==> src/hw/rtl/xed_pkg.sv <==
// Types, constants and entity tables shared by the XML entity decoder modules.
package xed_pkg;

  localparam int MAX_RES = 6;
  localparam int ENT_N   = 5;

  localparam logic [15:0] LIMIT_RST = 16'd1024;

  localparam logic [7:0] CH_NUL  = 8'h00;
  localparam logic [7:0] CH_QUOT = 8'h22;
  localparam logic [7:0] CH_AMP  = 8'h26;
  localparam logic [7:0] CH_APOS = 8'h27;
  localparam logic [7:0] CH_SEMI = 8'h3B;
  localparam logic [7:0] CH_LT   = 8'h3C;
  localparam logic [7:0] CH_GT   = 8'h3E;

  // entity names after '&', zero padded
  localparam logic [7:0] ENT_TEXT [ENT_N][ENT_N] = '{
    '{8'h61, 8'h6D, 8'h70, 8'h3B, 8'h00},  // amp;
    '{8'h6C, 8'h74, 8'h3B, 8'h00, 8'h00},  // lt;
    '{8'h67, 8'h74, 8'h3B, 8'h00, 8'h00},  // gt;
    '{8'h71, 8'h75, 8'h6F, 8'h74, 8'h3B},  // quot;
    '{8'h61, 8'h70, 8'h6F, 8'h73, 8'h3B}   // apos;
  };
  localparam logic [7:0] ENT_VAL [ENT_N] = '{CH_AMP, CH_LT, CH_GT, CH_QUOT, CH_APOS};

  typedef enum logic [1:0] {
    PH_WAIT = 2'b01,
    PH_RUN  = 2'b10
  } phase_t;

  typedef struct packed {
    logic [7:0] in_byte;
    logic       start_req;
    logic       end_of_input;
  } xed_in_t;

  typedef struct packed {
    logic [7:0]  out_byte;
    logic        has_byte;
    logic        done_res;
    logic [15:0] length;
  } xed_out_t;

  typedef xed_out_t [MAX_RES-1:0] xed_res_vec_t;

  typedef struct packed {
    phase_t      phase;
    logic        in_entity;
    logic [4:0]  cand;
    logic [2:0]  held_count;
    logic [15:0] emitted;
  } xed_state_t;

  typedef struct packed {
    logic [2:0] nres;
    xed_state_t st_nxt;
    logic       hold_we;
    logic [1:0] hold_idx;
    logic [7:0] hold_byte;
  } xed_step_t;

endpackage

==> src/hw/rtl/xed_decode.sv <==
// Per-byte decode step: result list and next decoder state for one input transfer.
module xed_decode import xed_pkg::*; (
  input  xed_state_t       st,
  input  logic [3:0][7:0]  held,
  input  xed_in_t          item,
  input  logic [15:0]      limit,
  output xed_step_t        step,
  output xed_res_vec_t     res
);

  logic [7:0]  b;
  logic        start;
  logic        last;
  logic        active;
  logic [15:0] max_b;
  logic [15:0] cnt0;
  logic        ent0;
  logic [4:0]  cand0;
  logic [2:0]  hc0;
  logic        is_stop;
  logic        quote_skip;
  logic [4:0]  m;
  logic [2:0]  sel;
  logic        semi_hit;
  logic        letter_hold;

  logic        flush;
  logic [2:0]  fl_hc;
  logic        extra_vld;
  logic [7:0]  extra;
  logic        single;
  logic [7:0]  single_byte;
  logic        free;
  logic        term;
  logic        ent_n;
  logic [4:0]  cand_n;
  logic [2:0]  hc_n;

  logic [MAX_RES-1:0][7:0] lst;
  logic [4:0][7:0] base;
  logic [2:0]  n;
  logic [16:0] room17;
  logic [15:0] room;
  logic [2:0]  e;
  logic        pf;
  logic        ended;
  logic [15:0] cnt_n;
  logic [2:0]  nres;

  assign b      = item.in_byte;
  assign start  = item.start_req;
  assign last   = item.end_of_input;
  assign active = start || (st.phase == PH_RUN);
  assign max_b  = (limit == '0) ? '0 : limit - 16'd1;
  assign cnt0   = start ? '0 : st.emitted;
  assign ent0   = start ? 1'b0 : st.in_entity;
  assign cand0  = start ? '0 : st.cand;
  assign hc0    = start ? '0 : st.held_count;

  assign is_stop = (b == CH_NUL) || (b == CH_LT) || (b == CH_GT) ||
                   (b == CH_APOS) || (b == CH_QUOT);
  assign quote_skip = start && ((b == CH_APOS) || (b == CH_QUOT));

  always_comb begin
    m   = '0;
    sel = '0;
    for (int i = 0; i < ENT_N; i++) begin
      if (hc0 < 3'(ENT_N)) begin
        m[i] = cand0[i] && (ENT_TEXT[i][hc0] == b) && (b != CH_NUL);
      end
    end
    for (int i = ENT_N - 1; i >= 0; i--) begin
      if (m[i]) begin
        sel = 3'(i);
      end
    end
  end

  assign semi_hit    = ent0 && (b == CH_SEMI) && (m != '0);
  assign letter_hold = ent0 && !semi_hit && (m != '0) && (hc0 < 3'd4);

  always_comb begin
    flush       = 1'b0;
    fl_hc       = '0;
    extra_vld   = 1'b0;
    extra       = b;
    single      = 1'b0;
    single_byte = b;
    free        = 1'b0;
    term        = 1'b0;
    ent_n       = ent0;
    cand_n      = cand0;
    hc_n        = hc0;
    if (!active) begin
      term = 1'b0;
    end else if (quote_skip) begin
      term = (max_b == '0);
    end else if (!ent0) begin
      if ((cnt0 >= max_b) || is_stop) begin
        term = 1'b1;
      end else if (b == CH_AMP) begin
        ent_n  = 1'b1;
        cand_n = 5'h1F;
        hc_n   = '0;
        if (last) begin
          flush = 1'b1;
          free  = 1'b1;
        end
      end else begin
        single = 1'b1;
      end
    end else if (semi_hit) begin
      single      = 1'b1;
      single_byte = ENT_VAL[sel];
      free        = 1'b1;
      ent_n       = 1'b0;
      cand_n      = '0;
      hc_n        = '0;
    end else if (letter_hold) begin
      hc_n   = hc0 + 3'd1;
      cand_n = m;
      if (last) begin
        flush     = 1'b1;
        fl_hc     = hc0;
        extra_vld = 1'b1;
        free      = 1'b1;
      end
    end else begin
      // failed prefix: replay '&' and held letters, then handle byte afresh
      flush  = 1'b1;
      fl_hc  = hc0;
      free   = 1'b1;
      ent_n  = 1'b0;
      cand_n = '0;
      hc_n   = '0;
      if (is_stop) begin
        term = 1'b1;
      end else if (b == CH_AMP) begin
        ent_n  = 1'b1;
        cand_n = 5'h1F;
        if (last) begin
          extra_vld = 1'b1;
          extra     = CH_AMP;
        end
      end else begin
        extra_vld = 1'b1;
      end
    end
  end

  assign base = {held[3], held[2], held[1], held[0], CH_AMP};

  always_comb begin
    lst = '0;
    if (single) begin
      lst[0] = single_byte;
    end else begin
      for (int k = 0; k < 5; k++) begin
        lst[k] = (3'(k) <= fl_hc) ? base[k] : extra;
      end
      lst[MAX_RES-1] = extra;
    end
  end

  assign n = single ? 3'd1 : (flush ? (3'd1 + fl_hc + {2'b0, extra_vld}) : 3'd0);

  assign room17 = {1'b0, max_b} - {1'b0, cnt0};
  assign room   = room17[16] ? '0 : room17[15:0];

  always_comb begin
    if (n == '0) begin
      e = '0;
    end else if (room >= {13'b0, n}) begin
      e = n;
    end else if (room == '0) begin
      e = free ? 3'd1 : 3'd0;
    end else begin
      e = room[2:0];
    end
  end

  assign pf    = (e != '0) && ({13'b0, e} >= room);
  assign ended = active && (pf || term || last);
  assign cnt_n = cnt0 + {13'b0, e};
  assign nres  = (ended && (e == '0)) ? 3'd1 : e;

  always_comb begin
    step.nres      = nres;
    step.hold_we   = active && letter_hold;
    step.hold_idx  = hc0[1:0];
    step.hold_byte = b;
    if (!active) begin
      step.st_nxt = st;
    end else if (ended) begin
      step.st_nxt.phase      = PH_WAIT;
      step.st_nxt.in_entity  = 1'b0;
      step.st_nxt.cand       = '0;
      step.st_nxt.held_count = '0;
      step.st_nxt.emitted    = cnt_n;
    end else begin
      step.st_nxt.phase      = PH_RUN;
      step.st_nxt.in_entity  = ent_n;
      step.st_nxt.cand       = cand_n;
      step.st_nxt.held_count = hc_n;
      step.st_nxt.emitted    = cnt_n;
    end
  end

  always_comb begin
    for (int k = 0; k < MAX_RES; k++) begin
      res[k].has_byte = (3'(k) < e);
      res[k].out_byte = (3'(k) < e) ? lst[k] : '0;
      res[k].done_res = ended && (3'(k) == nres - 3'd1);
      res[k].length   = (ended && (3'(k) == nres - 3'd1)) ? cnt_n : '0;
    end
  end

endmodule

==> src/hw/rtl/xed_res_buf.sv <==
// Result buffer: holds one byte's results, sends one per cycle while out_ready is high.
module xed_res_buf import xed_pkg::*; (
  input  logic         clk,
  input  logic         rst_n,
  input  logic         load,
  input  logic [2:0]   load_n,
  input  xed_res_vec_t load_res,
  output logic         free,
  output logic         out_valid,
  input  logic         out_ready,
  output xed_out_t     out_data
);

  xed_res_vec_t res_r;
  logic [2:0]   cnt_r;
  logic [2:0]   idx_r;
  logic         vld_r;
  logic         take;
  logic         last_take;

  assign take      = vld_r && out_ready;
  assign last_take = take && (idx_r == cnt_r - 3'd1);
  assign free      = !vld_r || last_take;
  assign out_valid = vld_r;
  assign out_data  = res_r[idx_r];

  always_ff @(posedge clk) begin
    if (!rst_n) begin
      vld_r <= 1'b0;
      cnt_r <= '0;
      idx_r <= '0;
    end else if (load && free) begin
      vld_r <= (load_n != '0);
      cnt_r <= load_n;
      idx_r <= '0;
    end else if (last_take) begin
      vld_r <= 1'b0;
    end else if (take) begin
      idx_r <= idx_r + 3'd1;
    end
  end

  always_ff @(posedge clk) begin
    if (load && free) begin
      res_r <= load_res;
    end
  end

endmodule

==> src/hw/rtl/xml_entity_decoder_top.sv <==
// XML predefined-entity decoder top: input register, decoder state, config, result buffer.
//
// Decodes a quoted or bare XML value one byte per input transfer, turning &amp; &lt; &gt;
// &quot; &apos; into single bytes and ending at a markup or quote byte, a zero byte, the
// end_of_input byte or once out_limit-1 bytes are out; the last result carries done_res
// and the length. An input byte is registered, decoded combinationally and its result list
// (zero to six results) is loaded into the result buffer, which sends one result per cycle
// while out_ready is high, so plain text then runs at one byte per cycle; a byte that gives
// several results holds the input side until all are sent (a failed entity prefix replays
// '&' and up to four letters). out_limit is written through cfg_wr_en/cfg_wr_data; the
// user must write it only while idle, as the block itself does not enforce this.
module xml_entity_decoder_top import xed_pkg::*; (
  input  logic        clk,
  input  logic        rst_n,
  input  logic        in_valid,
  output logic        in_ready,
  input  xed_in_t     in_data,
  output logic        out_valid,
  input  logic        out_ready,
  output xed_out_t    out_data,
  input  logic        cfg_wr_en,
  input  logic [15:0] cfg_wr_data
);

  xed_in_t         in_data_r;
  logic            in_vld_r;
  xed_state_t      st_r;
  xed_state_t      st_nxt;
  logic [3:0][7:0] held_r;
  logic [15:0]     limit_r;
  xed_step_t       step;
  xed_res_vec_t    res;
  logic            buf_free;
  logic            move;

  assign move     = in_vld_r && buf_free;
  assign in_ready = !in_vld_r || move;
  assign st_nxt   = move ? step.st_nxt : st_r;

  always_ff @(posedge clk) begin
    if (!rst_n) begin
      in_vld_r <= 1'b0;
    end else if (in_valid && in_ready) begin
      in_vld_r <= 1'b1;
    end else if (move) begin
      in_vld_r <= 1'b0;
    end
  end

  always_ff @(posedge clk) begin
    if (in_valid && in_ready) begin
      in_data_r <= in_data;
    end
  end

  always_ff @(posedge clk) begin
    if (!rst_n) begin
      st_r    <= '{phase: PH_WAIT, in_entity: 1'b0, cand: '0, held_count: '0, emitted: '0};
      limit_r <= LIMIT_RST;
    end else begin
      st_r <= st_nxt;
      if (cfg_wr_en) begin
        limit_r <= cfg_wr_data;
      end
    end
  end

  always_ff @(posedge clk) begin
    if (move && step.hold_we) begin
      held_r[step.hold_idx] <= step.hold_byte;
    end
  end

  xed_decode u_decode (
    .st    (st_r),
    .held  (held_r),
    .item  (in_data_r),
    .limit (limit_r),
    .step  (step),
    .res   (res)
  );

  xed_res_buf u_res_buf (
    .clk       (clk),
    .rst_n     (rst_n),
    .load      (move),
    .load_n    (step.nres),
    .load_res  (res),
    .free      (buf_free),
    .out_valid (out_valid),
    .out_ready (out_ready),
    .out_data  (out_data)
  );

  // a result without a byte is always the closing one
  a_nobyte_done: assert property (@(posedge clk) disable iff (!rst_n)
    (out_valid && !out_data.has_byte) |-> out_data.done_res)
    else $error("byte-less result without done");

  a_len_only_done: assert property (@(posedge clk) disable iff (!rst_n)
    (out_valid && !out_data.done_res) |-> (out_data.length == '0))
    else $error("length on non-final result");

  a_entity_idle: assert property (@(posedge clk) disable iff (!rst_n)
    !st_r.in_entity |-> ((st_r.held_count == '0) && (st_r.cand == '0)))
    else $error("entity state left outside entity");

  a_held_range: assert property (@(posedge clk) disable iff (!rst_n)
    st_r.held_count <= 3'd4)
    else $error("held count out of range");

endmodule

==> config.mk <==
export PLATFORM = sky130hd
export DESIGN_NAME = xml_entity_decoder_top
export DESIGN_NICKNAME = d
export VERILOG_FILES = /design/src/hw/rtl/xed_pkg.sv /design/src/hw/rtl/xed_decode.sv /design/src/hw/rtl/xed_res_buf.sv /design/src/hw/rtl/xml_entity_decoder_top.sv
export SDC_FILE = /design/constraint.sdc
export NUM_CORES = 1
export LEC_CHECK = 0
export ABC_CLOCK_PERIOD_IN_PS = 21400
export BUFFER_PORTS_ARGS = -buffer_cell sky130_fd_sc_hd__buf_4
export CAP_MARGIN = 20
export CORE_ASPECT_RATIO = 1.4
export CORE_MARGIN = 4
export CORE_UTILIZATION = 64
export CTS_CLUSTER_DIAMETER = 100
export CTS_CLUSTER_SIZE = 16
export DETAILED_ROUTE_END_ITERATION = 8
export GPL_TIMING_DRIVEN = 0
export PLACE_DENSITY = 0.93
export SLEW_MARGIN = 20
export SYNTH_ARGS = -nofsm -noshare
export SYNTH_HDL_FRONTEND = slang
export SYNTH_SLANG_ARGS = --single-unit
export TNS_END_PERCENT = 1
==> constraint.sdc <==
create_clock -name clk -period 21.4 [get_ports clk]
set_input_delay 4.28 -clock clk [delete_from_list [all_inputs] [get_ports clk]]
set_output_delay 4.28 -clock clk [all_outputs]
set_load 0.02 [all_outputs]
==> summary.md <==
| Metric | Value |
|---|---|
| Seq/Total Area, Yosys | 0.481 |
| Fin crit period | ~11 ns |
| Post-CTS sizing | 0 |
| Hold crit path type | flip-flop to flip-flop |
| Peak Freq | just under 0.09 GHz |
| Worst setup SP type | flip-flop |
| Detail Route Antenna Nets | 0 |
| Ys async rst share | 0 |
| Data required, critical path | between 20 and 25 ns |
| Share of the synthesized area in the top cell type | 0.411 |
| Combinational family with the most area after synthesis | simple AND/OR/NAND/NOR gates |
| GR Util All Layers | 0.306 |
| Antenna diodes | 0 |
| GPL Wtd Cong | 0.976 |
| Routed vias/inst | about 6.6 |
| Number of port buffers | between 50 and 60 |
| Min-delay src | st_r[22]$_SDFFE_PN0P_ |
| Most area-hungry cell type in the Yosys netlist | edfxtp_1 |
| Final #Nets | between 1000 and 1500 |
| Pleak | around 0.0056 uW |
| Crit path max fanout | 10 |
| Cell repeated most along the worst path | ha_1 |
| DIE AREA | around 25000 um2 |
| # IOs | between 50 and 60 |
| Iter 0 DRT Violations | 1246 |
| Standard-cell rows | between 60 and 70 |
| Largest net degree at the start of global routing | 60 |
| Vias in the first global route | around 11000 |
| R2R Path Start | in_data_r[1]$_DFFE_PP_ |
| Maximum cell stage delay along the critical path | 0.60 ns |
| Area fraction in compound gates after synthesis | 0.130 |
| Bufs on Longest Clock Path | 3 |
| Critical Path AT | 11.54 ns |
| Mapped Cells | ~1300 |
| Die Span Y | about 190 um |
| Max Cap Viol | 0 |
| Worst VDD drop | between 60 and 70 uV |
| Overall die width | 135 um |
| Sequential cell area | around 7000 um2 |
| Clk pin slew, worst setup/hold paths | ~0.090 ns |
| Global route overflow | 0 |
| First-pass GRT wire length | around 61 mm |
| Mux cell area share after synthesis | 0.0983 |
| EDFF count, synth | about 200 |
| Setup WS pre-CTS | about 11 ns |
| Final worst slack | between 10 and 15 ns |
| CTS Buf Count | 19 |
| Setup TNS | 0 ns |
| Fillers | 1525 |
| Library cells used by synthesis | 95 |
| Final worst-path cycle share | 0.529 |
| Worst skew pair latency | 0.53 ns |
| Post-Syn Area per Cell | roughly 11 um2 |
| Post-Syn Nets | about 1400 |
| Post-DP HPWL | approximately 28 mm |
| Crit. End Element | flip-flop |
| Multi-input logic area | 6860 um2 |
| Final setup viols | 0 |
| CP Class | flip-flop to flip-flop |
| Clock Tree Root | clkbuf_16 |
| Hold WS | ~0.49 ns |
| TritonRoute pass-1 iters | 6 |
| DR DRC count | 0 |
| Pins over their slew limit | 0 |
| Mapped Area | between 10000 and 15000 um2 |
| Final hold violation count | 0 |
| Synthesized flop and latch total | between 200 and 250 |
| Ranking of synthesized cells by area | edfxtp_1 (41%), dfxtp_1 (7.0%), mux2i_1 (5.5%), mux4_2 (4.0%), ha_1 (3.4%) |
| Slew margin rel. | 0.262 |
| CTS HTree Levels | 1 |
| Xor/xnor share of the synthesized area | 0.0290 |
| Average wire per standard cell | ~22 um |
| Pwr Density | roughly 70 nW/um2 |
| Core Footprint | ~22000 um2 |
| Worst clock skew | 0.0289 ns |
| Post-CTS setup buffer count | 0 |
| Status | finished, final reports clean |
| Yosys warnings | 0 |
| CP max stage cell | a21oi_1 |
| Top_reg_cell synth | edfxtp_1 |
| Fraction of layout cells with a size suffix above 1 | 0.135 |
| Post-Synth Adder-Cell Area | 0.0365 |
| Starting Density | 0.655 |
| Final core occ | 0.720 |
| Number of antenna violations at the first check in global routing | 0 |
| TritonCTS clock tree | yes |
| Simple-gate share of the synthesized area | 0.179 |
| Area Growth Syn to Fin | 9.82% |
| Slew of the pin with the lowest slew margin | 1.09 ns |
| RSZ-0062 raised after global routing | no |
| Post-CTS Hold Buffers | 0 |
| CP Launch Point | in_data_r[1]$_DFFE_PP_ |
| Vias | between 10000 and 15000 |
| WL final | roughly 39 mm |
| Clock Sink Count | 249 |
-- through the flow --
step	cell area, um2	cells	total power (uW)
after floorplan	14500	1333	719
after global placement	15300	1687	771
after detailed placement	15400	1690	777
after CTS	15900	1724	1110
after global routing	15900	1724	1150
final	15900	1724	1110
-- sequential cells by signal, summed over array words and instances (netlist names) --
signal / cells
in_vld_r: 1
st_r: 27
u_res_buf.out_valid: 1
held_r: 32
in_data_r: 10
u_res_buf.cnt_r: 3
u_res_buf.idx_r: 3
u_res_buf.res_r: 156
limit_r: 16
-- worst paths after layout --
| kind | to | slack, ns | depth (start not counted) |
|---|---|---|---|
| hold / removal | st_r[22]$_SDFFE_PN0P_ | 0.49 | 1 |
| setup / recovery | u_res_buf.res_r[119]$_SDFFCE_PN0P_ | 10.08 | 41 |
| setup reg to reg | u_res_buf.res_r[119]$_SDFFCE_PN0P_ | 10.08 | 41 |
| hold reg to reg | st_r[22]$_SDFFE_PN0P_ | 0.49 | 1 |
-- synth_stat cells, drive strengths merged, types with 9 or more instances --
cell type,count
a211oi,18
nand2b,32
nor4,14
o21ai,44
a31oi,10
inv,79
a21oi,28
a21o,16
nor3,114
mux2i,80
o211a,13
o22ai,31
nor2,106
clkbuf,54
and2,17
edfxtp,198
buf,31
or4,9
xor2,18
nor2b,44
nand3,20
xnor2,30
dfxtp,51
nand2,59
ha,39
mux4,26
and3,19
-- critical path: cells and delay by family (launching register included) --
kind	cells	cell delay [ns]
flip-flops	1	0.52
AND/OR/NAND/NOR	11	2.17
multiplexers	1	0.33
AO/OA/AOI/OAI	14	3.39
buffers and inverters	8	2.64
adder cells (fa/ha/maj)	6	1.59
XOR/XNOR	1	0.36
-- kinds of logic (layout without fill, tap and decap cells) --
family	count (synthesis)	in the layout
adder cells (fa/ha/maj)	41	41
XOR/XNOR	48	48
buffers and inverters	164	258
AND/OR/NAND/NOR	473	473
AO/OA/AOI/OAI	249	249
flip-flops	249	249
multiplexers	109	109
-- layer usage --
metal	track usage	wire, um	up-vias	share of wire
met5	0	0	-	0
met4	0.147	2130	0	0.055
met3	0.0392	2770	173	0.072
met2	0.561	20100	638	0.52
met1	0.353	13600	5457	0.35
li1	-	-	5144	-
-- layout by cell type (no fill, tap or decap), types with 44 or more instances in the layout --
cell | Yosys | routed
edfxtp_1 | 198 | 198
nor2_1 | 106 | 106
nor3_1 | 96 | 96
mux2i_1 | 80 | 80
inv_1 | 75 | 75
clkbuf_1 | 54 | 66
nand2_1 | 58 | 58
buf_4 | 1 | 58
dfxtp_1 | 51 | 51
nor2b_1 | 44 | 44
-- cell type report --
type | count | share of cell area
Sequential cell | 249 | 0.438
Timing Repair Buffer | 60 | 0.0312
Inverter | 79 | 0.0186
Clock inverter | 2 | 0.00110
Clock buffer | 32 | 0.0330
Buffer | 85 | 0.0237
Multi-Input combinational cell | 920 | 0.431
Tap cell | 297 | 0.0234
-- power by group --
group / switching [uW] / internal, uW / leakage [uW]
Combinational: 138 / 81.4 / 0.00308
Clock: 170 / 169 / 0.000259
Sequential: 11.7 / 542 / 0.00229
Total: 320 / 793 / 0.00563
(Power assumes the default switching activity.)
